$ cat src/rtl/tcpq_pkg.sv
// Shared types, codes and constants for the two-class priority queue.
// No dependencies; tcpq_if, tcpq_queue, tcpq_hist and the core use this package.
`default_nettype none

package tcpq_pkg;

  localparam int unsigned ID_W              = 16;
  localparam int unsigned TICKET_W          = 16;
  localparam int unsigned CFG_W             = 4;
  localparam int unsigned QUEUE_DEPTH_DEF   = 16;
  localparam int unsigned HISTORY_DEPTH_DEF = 32;
  localparam int unsigned LIST_LIMIT_MAX    = 8;
  localparam int unsigned LIST_IDX_W        = $clog2(LIST_LIMIT_MAX);
  localparam logic [CFG_W-1:0] LIST_LIMIT_RESET = CFG_W'(5);

  typedef enum logic [1:0] {
    OP_ADD  = 2'd0,
    OP_CALL = 2'd1,
    OP_LIST = 2'd2,
    OP_PEEK = 2'd3
  } op_e;

  typedef enum logic [1:0] {
    ST_OK    = 2'd0,
    ST_EMPTY = 2'd1,
    ST_FULL  = 2'd2
  } status_e;

  typedef enum logic {
    S_IDLE = 1'b0,
    S_LIST = 1'b1
  } state_e;

  // waiting entry
  typedef struct packed {
    logic [ID_W-1:0]     id;
    logic [TICKET_W-1:0] ticket;
  } qentry_t;

  // served entry
  typedef struct packed {
    logic [ID_W-1:0]     id;
    logic [TICKET_W-1:0] ticket;
    logic                cls;
  } hentry_t;

  typedef struct packed {
    logic push;
    logic pop;
  } queue_ctrl_t;

  typedef struct packed {
    status_e             status;
    logic [ID_W-1:0]     served_id;
    logic [TICKET_W-1:0] ticket;
    logic                served_class;
    logic                last;
  } rsp_t;

endpackage

`default_nettype wire

$ cat src/rtl/tcpq_if.sv
// Request and response channel interfaces (valid/ready plus payload).
// Depends on tcpq_pkg for field widths.
`default_nettype none

interface tcpq_req_if;
  logic                          valid;
  logic                          ready;
  logic [1:0]                    operation;
  logic                          priority_class;
  logic [tcpq_pkg::ID_W-1:0]     patient_id;

  modport source (output valid, operation, priority_class, patient_id, input ready);
  modport sink   (input valid, operation, priority_class, patient_id, output ready);
endinterface

interface tcpq_rsp_if;
  logic                          valid;
  logic                          ready;
  logic [1:0]                    status;
  logic [tcpq_pkg::ID_W-1:0]     served_id;
  logic [tcpq_pkg::TICKET_W-1:0] ticket;
  logic                          served_class;
  logic                          last;

  modport source (output valid, status, served_id, ticket, served_class, last, input ready);
  modport sink   (input valid, status, served_id, ticket, served_class, last, output ready);
endinterface

`default_nettype wire

$ cat src/rtl/tcpq_cell.sv
// One storage cell of a chain: loads a new word or takes its neighbor's word.
// Depends on nothing but the clock; used by tcpq_queue and tcpq_hist.
`default_nettype none

module tcpq_cell #(
  parameter int unsigned W = 32
) (
  input  wire logic         clk_i,
  input  wire logic         load_i,
  input  wire logic         shift_i,
  input  wire logic [W-1:0] load_data_i,
  input  wire logic [W-1:0] shift_data_i,
  output logic      [W-1:0] data_o
);

  logic [W-1:0] data_d, data_q;

  always_comb begin
    priority if (shift_i) begin
      data_d = shift_data_i;
    end else if (load_i) begin
      data_d = load_data_i;
    end else begin
      data_d = data_q;
    end
  end

  always_ff @(posedge clk_i) begin
    data_q <= data_d;
  end

  assign data_o = data_q;

endmodule

`default_nettype wire

$ cat src/rtl/tcpq_queue.sv
// FIFO built as a chain of cells: head in cell 0, pop shifts toward the head.
// Depends on tcpq_pkg and tcpq_cell.
`default_nettype none

module tcpq_queue #(
  parameter int unsigned DEPTH = tcpq_pkg::QUEUE_DEPTH_DEF
) (
  input  wire logic                  clk_i,
  input  wire logic                  rst_ni,
  input  wire tcpq_pkg::queue_ctrl_t ctrl_i,
  input  wire tcpq_pkg::qentry_t     wdata_i,
  output tcpq_pkg::qentry_t          head_o,
  output logic                       empty_o,
  output logic                       full_o
);
  import tcpq_pkg::*;

  localparam int unsigned CW = $clog2(DEPTH + 1);
  localparam int unsigned EW = $bits(qentry_t);

  logic [CW-1:0] count_d, count_q;
  logic [EW-1:0] cell_data [DEPTH];

  for (genvar i = 0; i < DEPTH; i++) begin : g_cell
    logic [EW-1:0] nb_data;
    if (i == DEPTH - 1) begin : g_tail
      assign nb_data = '0;
    end else begin : g_mid
      assign nb_data = cell_data[i+1];
    end

    tcpq_cell #(.W(EW)) u_cell (
      .clk_i       (clk_i),
      .load_i      (ctrl_i.push && (count_q == CW'(i))),
      .shift_i     (ctrl_i.pop),
      .load_data_i (wdata_i),
      .shift_data_i(nb_data),
      .data_o      (cell_data[i])
    );
  end

  always_comb begin
    count_d = count_q;
    if (ctrl_i.push) begin
      count_d = count_q + CW'(1);
    end else if (ctrl_i.pop) begin
      count_d = count_q - CW'(1);
    end
  end

  always_ff @(posedge clk_i or negedge rst_ni) begin
    if (!rst_ni) begin
      count_q <= '0;
    end else begin
      count_q <= count_d;
    end
  end

  assign head_o  = qentry_t'(cell_data[0]);
  assign empty_o = (count_q == '0);
  assign full_o  = (count_q == CW'(DEPTH));

endmodule

`default_nettype wire

$ cat src/rtl/tcpq_hist.sv
// History stack as a chain of cells: a push shifts every entry one cell older,
// the newest sits in cell 0. Depends on tcpq_pkg and tcpq_cell.
`default_nettype none

module tcpq_hist #(
  parameter int unsigned DEPTH = tcpq_pkg::HISTORY_DEPTH_DEF,
  localparam int unsigned HCW  = $clog2(DEPTH + 1)
) (
  input  wire logic              clk_i,
  input  wire logic              rst_ni,
  input  wire logic              push_i,
  input  wire tcpq_pkg::hentry_t wdata_i,
  output logic [HCW-1:0]         count_o,
  output tcpq_pkg::hentry_t      view_o [tcpq_pkg::LIST_LIMIT_MAX]
);
  import tcpq_pkg::*;

  localparam int unsigned EW = $bits(hentry_t);

  logic [HCW-1:0] count_d, count_q;
  logic [EW-1:0]  cell_data [DEPTH];

  for (genvar i = 0; i < DEPTH; i++) begin : g_cell
    logic [EW-1:0] nb_data;
    if (i == 0) begin : g_top
      assign nb_data = wdata_i;
    end else begin : g_rest
      assign nb_data = cell_data[i-1];
    end

    tcpq_cell #(.W(EW)) u_cell (
      .clk_i       (clk_i),
      .load_i      (1'b0),
      .shift_i     (push_i),
      .load_data_i (nb_data),
      .shift_data_i(nb_data),
      .data_o      (cell_data[i])
    );
  end

  // only the newest few cells are ever read
  for (genvar j = 0; j < LIST_LIMIT_MAX; j++) begin : g_view
    if (j < DEPTH) begin : g_live
      assign view_o[j] = hentry_t'(cell_data[j]);
    end else begin : g_none
      assign view_o[j] = '0;
    end
  end

  // saturates at DEPTH: the oldest entry falls off the end
  always_comb begin
    count_d = count_q;
    if (push_i && (count_q != HCW'(DEPTH))) begin
      count_d = count_q + HCW'(1);
    end
  end

  always_ff @(posedge clk_i or negedge rst_ni) begin
    if (!rst_ni) begin
      count_q <= '0;
    end else begin
      count_q <= count_d;
    end
  end

  assign count_o = count_q;

endmodule

`default_nettype wire

$ cat src/rtl/two_class_priority_queue_with_history_core.sv
// Two-class strict-priority queue with served history. Depends on tcpq_pkg,
// tcpq_if, tcpq_queue, tcpq_hist and tcpq_cell.
// Timing: add, call next and peek give their single response in the cycle after
// the request is taken; one such request per cycle while responses are taken.
// List: the request sets up the range, then one entry per cycle from the first
// history cells while responses are taken; no new request until the last is sent.
// Reset: queues and history empty, both ticket counters at 1, list limit 5;
// cell contents are not reset.
`default_nettype none

module two_class_priority_queue_with_history_core #(
  parameter int unsigned QUEUE_DEPTH   = tcpq_pkg::QUEUE_DEPTH_DEF,
  parameter int unsigned HISTORY_DEPTH = tcpq_pkg::HISTORY_DEPTH_DEF
) (
  input  wire logic                        clk_i,
  input  wire logic                        rst_ni,
  tcpq_req_if.sink                         req_i,
  tcpq_rsp_if.source                       rsp_o,
  input  wire logic                        cfg_we_i,
  input  wire logic [tcpq_pkg::CFG_W-1:0]  cfg_wdata_i
);
  import tcpq_pkg::*;

  localparam int unsigned HCW  = $clog2(HISTORY_DEPTH + 1);
  localparam int unsigned LIMW = (HCW > CFG_W) ? HCW : CFG_W;

  // ---------------------------------------------------------------------------
  // Configuration
  // ---------------------------------------------------------------------------
  logic [CFG_W-1:0] limit_q;

  always_ff @(posedge clk_i or negedge rst_ni) begin
    if (!rst_ni) begin
      limit_q <= LIST_LIMIT_RESET;
    end else if (cfg_we_i) begin
      limit_q <= cfg_wdata_i;
    end
  end

  // ---------------------------------------------------------------------------
  // Storage chains
  // ---------------------------------------------------------------------------
  queue_ctrl_t   urg_ctrl, nrm_ctrl;
  qentry_t       q_wdata;
  qentry_t       urg_head, nrm_head;
  logic          urg_empty, urg_full, nrm_empty, nrm_full;
  logic          hist_push;
  hentry_t       hist_wdata;
  logic [HCW-1:0] hist_cnt;
  hentry_t       hist_view [LIST_LIMIT_MAX];

  tcpq_queue #(.DEPTH(QUEUE_DEPTH)) u_urg (
    .clk_i  (clk_i),
    .rst_ni (rst_ni),
    .ctrl_i (urg_ctrl),
    .wdata_i(q_wdata),
    .head_o (urg_head),
    .empty_o(urg_empty),
    .full_o (urg_full)
  );

  tcpq_queue #(.DEPTH(QUEUE_DEPTH)) u_nrm (
    .clk_i  (clk_i),
    .rst_ni (rst_ni),
    .ctrl_i (nrm_ctrl),
    .wdata_i(q_wdata),
    .head_o (nrm_head),
    .empty_o(nrm_empty),
    .full_o (nrm_full)
  );

  tcpq_hist #(.DEPTH(HISTORY_DEPTH)) u_hist (
    .clk_i  (clk_i),
    .rst_ni (rst_ni),
    .push_i (hist_push),
    .wdata_i(hist_wdata),
    .count_o(hist_cnt),
    .view_o (hist_view)
  );

  // ---------------------------------------------------------------------------
  // Control state
  // ---------------------------------------------------------------------------
  state_e                state_d, state_q;
  logic [LIST_IDX_W-1:0] idx_d, idx_q;       // list entry being sent
  logic [LIST_IDX_W-1:0] lidx_d, lidx_q;     // index of the final list entry
  logic [TICKET_W-1:0]   urg_tkt_d, urg_tkt_q;
  logic [TICKET_W-1:0]   nrm_tkt_d, nrm_tkt_q;
  logic                  out_v_d, out_v_q;
  rsp_t                  out_d, out_q;

  logic                  acc;
  logic                  out_free;   // output register empty or draining now
  logic                  res_load;
  op_e                   op;
  logic                  add_full;
  logic [TICKET_W-1:0]   add_tkt;
  logic [CFG_W-1:0]      lim_c;
  logic [LIMW-1:0]       lim_x, cnt_x, n_x;

  assign op       = op_e'(req_i.operation);
  assign out_free = !out_v_q || rsp_o.ready;
  assign req_i.ready = (state_q == S_IDLE) && out_free;
  assign acc      = req_i.valid && req_i.ready;

  assign add_full = req_i.priority_class ? urg_full : nrm_full;
  assign add_tkt  = req_i.priority_class ? urg_tkt_q : nrm_tkt_q;

  // limit of zero acts as one, anything above the maximum as the maximum
  always_comb begin
    priority if (limit_q == '0) begin
      lim_c = CFG_W'(1);
    end else if (limit_q > CFG_W'(LIST_LIMIT_MAX)) begin
      lim_c = CFG_W'(LIST_LIMIT_MAX);
    end else begin
      lim_c = limit_q;
    end
  end

  assign lim_x = LIMW'(lim_c);
  assign cnt_x = LIMW'(hist_cnt);
  assign n_x   = (cnt_x < lim_x) ? cnt_x : lim_x;

  // Next state
  always_comb begin
    state_d = state_q;
    unique case (state_q)
      S_IDLE: begin
        if (acc && (op == OP_LIST) && (hist_cnt != '0)) begin
          state_d = S_LIST;
        end
      end
      S_LIST: begin
        if (out_free && (idx_q == lidx_q)) begin
          state_d = S_IDLE;
        end
      end
      default: state_d = S_IDLE;
    endcase
  end

  // Datapath controls and response
  always_comb begin
    urg_ctrl   = '0;
    nrm_ctrl   = '0;
    q_wdata    = '{id: req_i.patient_id, ticket: add_tkt};
    hist_push  = 1'b0;
    hist_wdata = '0;
    urg_tkt_d  = urg_tkt_q;
    nrm_tkt_d  = nrm_tkt_q;
    idx_d      = idx_q;
    lidx_d     = lidx_q;
    res_load   = 1'b0;
    out_d      = '{status: ST_EMPTY, served_id: '0, ticket: '0,
                   served_class: 1'b0, last: 1'b1};

    unique case (state_q)
      S_IDLE: begin
        if (acc) begin
          unique case (op)
            OP_ADD: begin
              res_load = 1'b1;
              if (add_full) begin
                out_d.status = ST_FULL;
              end else begin
                out_d.status       = ST_OK;
                out_d.served_id    = req_i.patient_id;
                out_d.ticket       = add_tkt;
                out_d.served_class = req_i.priority_class;
                if (req_i.priority_class) begin
                  urg_ctrl.push = 1'b1;
                  urg_tkt_d = (urg_tkt_q == '1) ? TICKET_W'(1) : urg_tkt_q + TICKET_W'(1);
                end else begin
                  nrm_ctrl.push = 1'b1;
                  nrm_tkt_d = (nrm_tkt_q == '1) ? TICKET_W'(1) : nrm_tkt_q + TICKET_W'(1);
                end
              end
            end
            OP_CALL: begin
              res_load = 1'b1;
              // urgent class always wins
              priority if (!urg_empty) begin
                urg_ctrl.pop = 1'b1;
                hist_push    = 1'b1;
                hist_wdata   = '{id: urg_head.id, ticket: urg_head.ticket, cls: 1'b1};
              end else if (!nrm_empty) begin
                nrm_ctrl.pop = 1'b1;
                hist_push    = 1'b1;
                hist_wdata   = '{id: nrm_head.id, ticket: nrm_head.ticket, cls: 1'b0};
              end else begin
                hist_push    = 1'b0;
              end
              if (hist_push) begin
                out_d.status       = ST_OK;
                out_d.served_id    = hist_wdata.id;
                out_d.ticket       = hist_wdata.ticket;
                out_d.served_class = hist_wdata.cls;
              end
            end
            OP_PEEK: begin
              res_load = 1'b1;
              if (hist_cnt != '0) begin
                out_d.status       = ST_OK;
                out_d.served_id    = hist_view[0].id;
                out_d.ticket       = hist_view[0].ticket;
                out_d.served_class = hist_view[0].cls;
              end
            end
            OP_LIST: begin
              // empty history answers at once; otherwise entries stream from S_LIST
              res_load = (hist_cnt == '0);
              idx_d    = '0;
              lidx_d   = LIST_IDX_W'(n_x - LIMW'(1));
            end
            default: res_load = 1'b0;
          endcase
        end
      end
      S_LIST: begin
        if (out_free) begin
          res_load           = 1'b1;
          out_d.status       = ST_OK;
          out_d.served_id    = hist_view[idx_q].id;
          out_d.ticket       = hist_view[idx_q].ticket;
          out_d.served_class = hist_view[idx_q].cls;
          out_d.last         = (idx_q == lidx_q);
          idx_d              = idx_q + LIST_IDX_W'(1);
        end
      end
      default: res_load = 1'b0;
    endcase
  end

  // Output register: holds a response until the sink takes it
  always_comb begin
    if (res_load) begin
      out_v_d = 1'b1;
    end else if (rsp_o.ready) begin
      out_v_d = 1'b0;
    end else begin
      out_v_d = out_v_q;
    end
  end

  always_ff @(posedge clk_i or negedge rst_ni) begin
    if (!rst_ni) begin
      state_q   <= S_IDLE;
      idx_q     <= '0;
      lidx_q    <= '0;
      urg_tkt_q <= TICKET_W'(1);
      nrm_tkt_q <= TICKET_W'(1);
      out_v_q   <= 1'b0;
    end else begin
      state_q   <= state_d;
      idx_q     <= idx_d;
      lidx_q    <= lidx_d;
      urg_tkt_q <= urg_tkt_d;
      nrm_tkt_q <= nrm_tkt_d;
      out_v_q   <= out_v_d;
    end
  end

  always_ff @(posedge clk_i) begin
    if (res_load) begin
      out_q <= out_d;
    end
  end

  assign rsp_o.valid        = out_v_q;
  assign rsp_o.status       = out_q.status;
  assign rsp_o.served_id    = out_q.served_id;
  assign rsp_o.ticket       = out_q.ticket;
  assign rsp_o.served_class = out_q.served_class;
  assign rsp_o.last         = out_q.last;

  // ---------------------------------------------------------------------------
  // Assertions
  // ---------------------------------------------------------------------------
  a_no_push_full: assert property (@(posedge clk_i) disable iff (!rst_ni)
    (urg_ctrl.push |-> !urg_full) and (nrm_ctrl.push |-> !nrm_full))
    else $error("push into a full queue");

  a_no_overwrite: assert property (@(posedge clk_i) disable iff (!rst_ni)
    (out_v_q && !rsp_o.ready) |-> !res_load)
    else $error("pending response overwritten");

  a_list_ends: assert property (@(posedge clk_i) disable iff (!rst_ni)
    (state_q == S_LIST && res_load && out_d.last) |=> (state_q == S_IDLE))
    else $error("list did not end after its final entry");

  a_hist_from_call: assert property (@(posedge clk_i) disable iff (!rst_ni)
    hist_push |-> (acc && op == OP_CALL && (urg_ctrl.pop || nrm_ctrl.pop)))
    else $error("history push without a served entry");

endmodule

`default_nettype wire
$ cat src/flat_wrapper.sv
// flat-port wrapper written by rule: the top's interface ports become plain ports
module two_class_priority_queue_with_history_core_flat import tcpq_pkg::*;
#(
  parameter int unsigned QUEUE_DEPTH   = tcpq_pkg::QUEUE_DEPTH_DEF,
  parameter int unsigned HISTORY_DEPTH = tcpq_pkg::HISTORY_DEPTH_DEF
)
  (clk_i, rst_ni, cfg_we_i, cfg_wdata_i, req_i_valid, req_i_operation, req_i_priority_class, req_i_patient_id, req_i_ready, rsp_o_valid, rsp_o_status, rsp_o_served_id, rsp_o_ticket, rsp_o_served_class, rsp_o_last, rsp_o_ready);
  tcpq_req_if req_i_i ();
  tcpq_rsp_if rsp_o_i ();
  input  wire logic clk_i;
  input  wire logic rst_ni;
  input  wire logic cfg_we_i;
  input  wire logic [tcpq_pkg::CFG_W-1:0] cfg_wdata_i;
  input wire logic [$bits(req_i_i.valid)-1:0] req_i_valid;
  input wire logic [$bits(req_i_i.operation)-1:0] req_i_operation;
  input wire logic [$bits(req_i_i.priority_class)-1:0] req_i_priority_class;
  input wire logic [$bits(req_i_i.patient_id)-1:0] req_i_patient_id;
  output wire logic [$bits(req_i_i.ready)-1:0] req_i_ready;
  output wire logic [$bits(rsp_o_i.valid)-1:0] rsp_o_valid;
  output wire logic [$bits(rsp_o_i.status)-1:0] rsp_o_status;
  output wire logic [$bits(rsp_o_i.served_id)-1:0] rsp_o_served_id;
  output wire logic [$bits(rsp_o_i.ticket)-1:0] rsp_o_ticket;
  output wire logic [$bits(rsp_o_i.served_class)-1:0] rsp_o_served_class;
  output wire logic [$bits(rsp_o_i.last)-1:0] rsp_o_last;
  input wire logic [$bits(rsp_o_i.ready)-1:0] rsp_o_ready;
  assign req_i_i.valid = req_i_valid;
  assign req_i_i.operation = req_i_operation;
  assign req_i_i.priority_class = req_i_priority_class;
  assign req_i_i.patient_id = req_i_patient_id;
  assign req_i_ready = req_i_i.ready;
  assign rsp_o_valid = rsp_o_i.valid;
  assign rsp_o_status = rsp_o_i.status;
  assign rsp_o_served_id = rsp_o_i.served_id;
  assign rsp_o_ticket = rsp_o_i.ticket;
  assign rsp_o_served_class = rsp_o_i.served_class;
  assign rsp_o_last = rsp_o_i.last;
  assign rsp_o_i.ready = rsp_o_ready;
  two_class_priority_queue_with_history_core #(.QUEUE_DEPTH(QUEUE_DEPTH), .HISTORY_DEPTH(HISTORY_DEPTH)) u_core (.clk_i(clk_i), .rst_ni(rst_ni), .req_i(req_i_i), .rsp_o(rsp_o_i), .cfg_we_i(cfg_we_i), .cfg_wdata_i(cfg_wdata_i));
endmodule
$ cat config.mk
export PLATFORM = sky130hd
export DESIGN_NAME = two_class_priority_queue_with_history_core_flat
export DESIGN_NICKNAME = d
export VERILOG_FILES = /design/src/rtl/tcpq_pkg.sv /design/src/rtl/tcpq_if.sv /design/src/rtl/tcpq_cell.sv /design/src/rtl/tcpq_queue.sv /design/src/rtl/tcpq_hist.sv /design/src/rtl/two_class_priority_queue_with_history_core.sv /design/src/flat_wrapper.sv
export SDC_FILE = /design/constraint.sdc
export NUM_CORES = 2
export LEC_CHECK = 0
export BUFFER_PORTS_ARGS = -buffer_cell sky130_fd_sc_hd__clkbuf_2
export CAP_MARGIN = 20
export CORE_MARGIN = 4
export CORE_UTILIZATION = 40
export CTS_BUF_LIST = sky130_fd_sc_hd__clkbuf_16
export DETAILED_ROUTE_END_ITERATION = 8
export PLACE_DENSITY = 0.62
export SLEW_MARGIN = 20
export SYNTH_ARGS = -nofsm -noshare
export SYNTH_HDL_FRONTEND = slang
export SYNTH_SLANG_ARGS = --single-unit
$ cat constraint.sdc
create_clock -name clk_i -period 10.35 [get_ports clk_i]
set_input_delay 1.035 -clock clk_i [delete_from_list [all_inputs] [get_ports clk_i]]
set_output_delay 1.035 -clock clk_i [all_outputs]
set_load 0.1 [all_outputs]
==> results.cfg <==
[global_routing]
antenna_found_initial = 9
grt_max_degree = 185
met2_usage_pct = 26.5
grt_pass1_vias = 29100
met3_usage_pct = 3.47
grt_use_met1_pct = 23.3
grt_pass1_wl_um = 186000
busiest_layer = met2
gr-total-overflow = 0
grt.total_usage_pct = 16.7

[clocking]
cts_max_path_buffers = 3
cts_setup_buffers = 0
cts_resized = 0
clk_pin_slew_ps = 60
cts_max_level = 4
cts_tree = yes
cts_made_buffers = 139
clock_latency_ps = 760
cts_sinks = 1384
cts_root_buf = clkbuf_16
cts_hold_buf = 0

[synth]
seq_area_frac_synth_pct = 72.8
avgSynthCellArea_um2 = 15.9
synth_largest_area_cell = edfxtp_1
synth_edf_count = 1260
syn-cell-area_mm2 = 0.0558
syn_nets = 3563
synth_cell_types = 70
async_flop_share_pct = 4.34
synth.area.top_cells = edfxtp_1 68%, o21a_1 6.5%, a21o_1 6.5%
ys_ff_latch = 1384
netlist_instances = 3514
synth_flop_cell = edfxtp_1
yosys_warnings = 0
netlist.area_leader.share_pct = 67.8

[finish]
final_cell_mix = 1260 x edfxtp_1, 485 x o21a_1, 480 x a21o_1, 150 x clkbuf_16, 143 x nand2_1
diodes = 0
fill_cells = 11900
area_growth_pct = 12.2
nNetsFinal = 3548
drive_above_1_share_pct = 14.0
final_common_cell = edfxtp_1

[route]
route.detailed.drc = 0
antenna_left = 0
viasPerCell = 5.43
dr.first_iter.drc_count = 2954
drt-total-wl_um = 123000
wl_per_cell_um = 22.5
vias = 29800
dr.pass1.iters = 5

[placed_design]
portBuffers = 65
dp_hpwl_um = 70600
pre_cts_slack_ps = 5230
place_congestion = 0.797

[setup_path]
path_delay_family = buffers and inverters
critPathArrivalTime_ps = 5110
worstRegToRegCells = 9
critPathKind = reg -> reg
start_kind = flip-flop
path_common_cell = buf_4
cp.required_ps = 10840
rrSetupSlack_ps = 5730
cp_slowest_cell = buf_4
worstPathMaxFanout = 88
path_buf_inv = 4
cp_slowest_stage_delay_ps = 820
r2r_start = u_core.u_nrm.count_q[0]
crit_chain = inv_1, ha_1, or4b_1, buf_4, nand3_4, buf_4, buf_4, nand2_2, o21a_1
rr_endpoint = u_core.u_nrm.g_cell[12].u_cell.data_o[1]
end_kind = flip-flop

[sta]
tightest_slew_ps = 1100
final.setup.tns_ps = 0
setup_ws_ps = 5730
slew_headroom_pct = 26.1
hold_viol = 0
layout_min_cycle_time_ps = 4620
rsz0062_at_grt = no
drv_slew = 0
clock-skew-final_ps = 24.2
fin_crit_sh_pct = 44.6
clock.fmax_mhz = 217
setup_viol = 0

[hold_path]
min_to = u_core.u_hist.g_cell[5].u_cell.data_o[6]
hold_path_class = reg -> reg
holdPathStages = 0
min_from = u_core.u_hist.g_cell[4].u_cell.data_o[6]

[power]
irDropWorstVdd_mv = 0.172
p_leak_nw = 22.7
cellPowerDensity_mw_per_mm2 = 221

[floorplan]
io-pin-count = 66
die_w_um = 382
initial_core_util_pct = 40.5
coreArea_mm2 = 0.138
die_y_um = 382
die-area_mm2 = 0.146
core.rowCount = 136

[flow_run]
cap_violations = 0

[status]
run_status = complete, no violations
==> logic make-up after synthesis <==
kind of cell,Yosys count,synth area share (%)
AOI/OAI and AO/OA,1215,15.9
xor gates and xnor gates,35,0.549
adders and majority gates,21,0.471
buffers and inverters,306,2.79
DFF,1384,72.8
muxes,123,3.70
and+or+nand+nor,430,3.89
==> worst max path at each step <==
stage	start	to	slack (ps)	depth (start not counted)
after CTS	u_core.u_nrm.count_q[0]	u_core.u_nrm.g_cell[12].u_cell.data_o[1]	5760	9
after floorplan	req_i_operation[1]	u_core.u_hist.count_o[1]	560	6
after global placement	req_i_operation[1]	u_core.u_nrm.g_cell[0].u_cell.data_o[1]	5320	8
after global routing	u_core.u_nrm.count_q[0]	u_core.u_nrm.g_cell[0].u_cell.data_o[0]	5450	9
final	u_core.u_nrm.count_q[0]	u_core.u_nrm.g_cell[12].u_cell.data_o[1]	5730	9
after detailed placement	req_i_operation[1]	u_core.u_nrm.g_cell[1].u_cell.data_o[1]	5230	8
==> synthesized netlist by cell type, drive strengths merged (4+ instances only) <==
| cell | number |
|---|---|
| a21o | 480 |
| mux4 | 66 |
| a21oi | 95 |
| and2 | 49 |
| dfxtp | 64 |
| o31ai | 10 |
| nand2 | 171 |
| nand3 | 65 |
| dfrtp | 56 |
| edfxtp | 1260 |
| o221ai | 14 |
| or3 | 6 |
| a31oi | 4 |
| nand4 | 14 |
| a211oi | 34 |
| ha | 21 |
| nor3 | 10 |
| mux2 | 6 |
| xnor2 | 21 |
| a221oi | 16 |
| buf | 230 |
| mux2i | 51 |
| clkbuf | 62 |
| dfstp | 4 |
| nand2b | 28 |
| o21ai | 55 |
| xor2 | 14 |
| o211ai | 5 |
| o21a | 485 |
| or2 | 4 |
| and3 | 16 |
| inv | 13 |
| nor2 | 54 |
==> report_power, final <==
| part | internal, W | switching (W) | total (W) |
|---|---|---|---|
| combinational | 0.000697 | 0.00133 | 0.00203 |
| sequential | 0.00650 | 0.000218 | 0.00672 |
| clock | 0.00299 | 0.00212 | 0.00511 |
| total | 0.0102 | 0.00367 | 0.0139 |
==> flip-flops by register name, summed over array words and instances (netlist names) <==
signal                              cells
u_core.state_q                          1
u_core.limit_q                          4
u_core.idx_q                            3
u_core.rsp_o.status                     2
u_core.u_nrm.g_cell.u_cell.data_o     512
u_core.urg_tkt_q                       16
u_core.rsp_o.valid                      1
u_core.u_hist.count_o                   6
u_core.rsp_o.served_id                 16
u_core.u_urg.count_q                    5
u_core.rsp_o.served_class               1
u_core.u_hist.g_cell.u_cell.data_o    264
u_core.nrm_tkt_q                       16
u_core.u_nrm.count_q                    5
u_core.rsp_o.ticket                    16
u_core.rsp_o.last                       1
u_core.u_urg.g_cell.u_cell.data_o     512
u_core.lidx_q                           3
==> layout make-up <==
type	instances	area [µm²]	area share, %
Inverter	14	60.1	0.0959
Multi-Input combinational cell	1824	14000	22.4
Tap cell	1863	2330	3.72
Timing Repair Buffer	136	907	1.45
Sequential cell	1384	40600	64.9
Clock buffer	150	3750	5.99
Clock inverter	109	908	1.45
==> per-stage QoR <==
step,cell area (µm²),total power [W],util [%],cells,hold WS [ps]
detailed placement,57900,0.00889,42.0,5220,428
global placement,57900,0.00885,42.0,5220,423
finish,62600,0.0139,45.4,5480,436
global route,62600,0.0144,45.4,5480,448
CTS,62600,0.0140,45.4,5479,437
floorplan,55800,0.00837,-,3514,421
==> metal layers <==
layer / up-vias / part of all wire [%]
li1: 13500 / -
met3: 183 / 5.5
met5: - / 0.024
met1: 15400 / 45
met2: 736 / 47
met4: 6 / 2.2
Power figures use the tool's default switching activity.
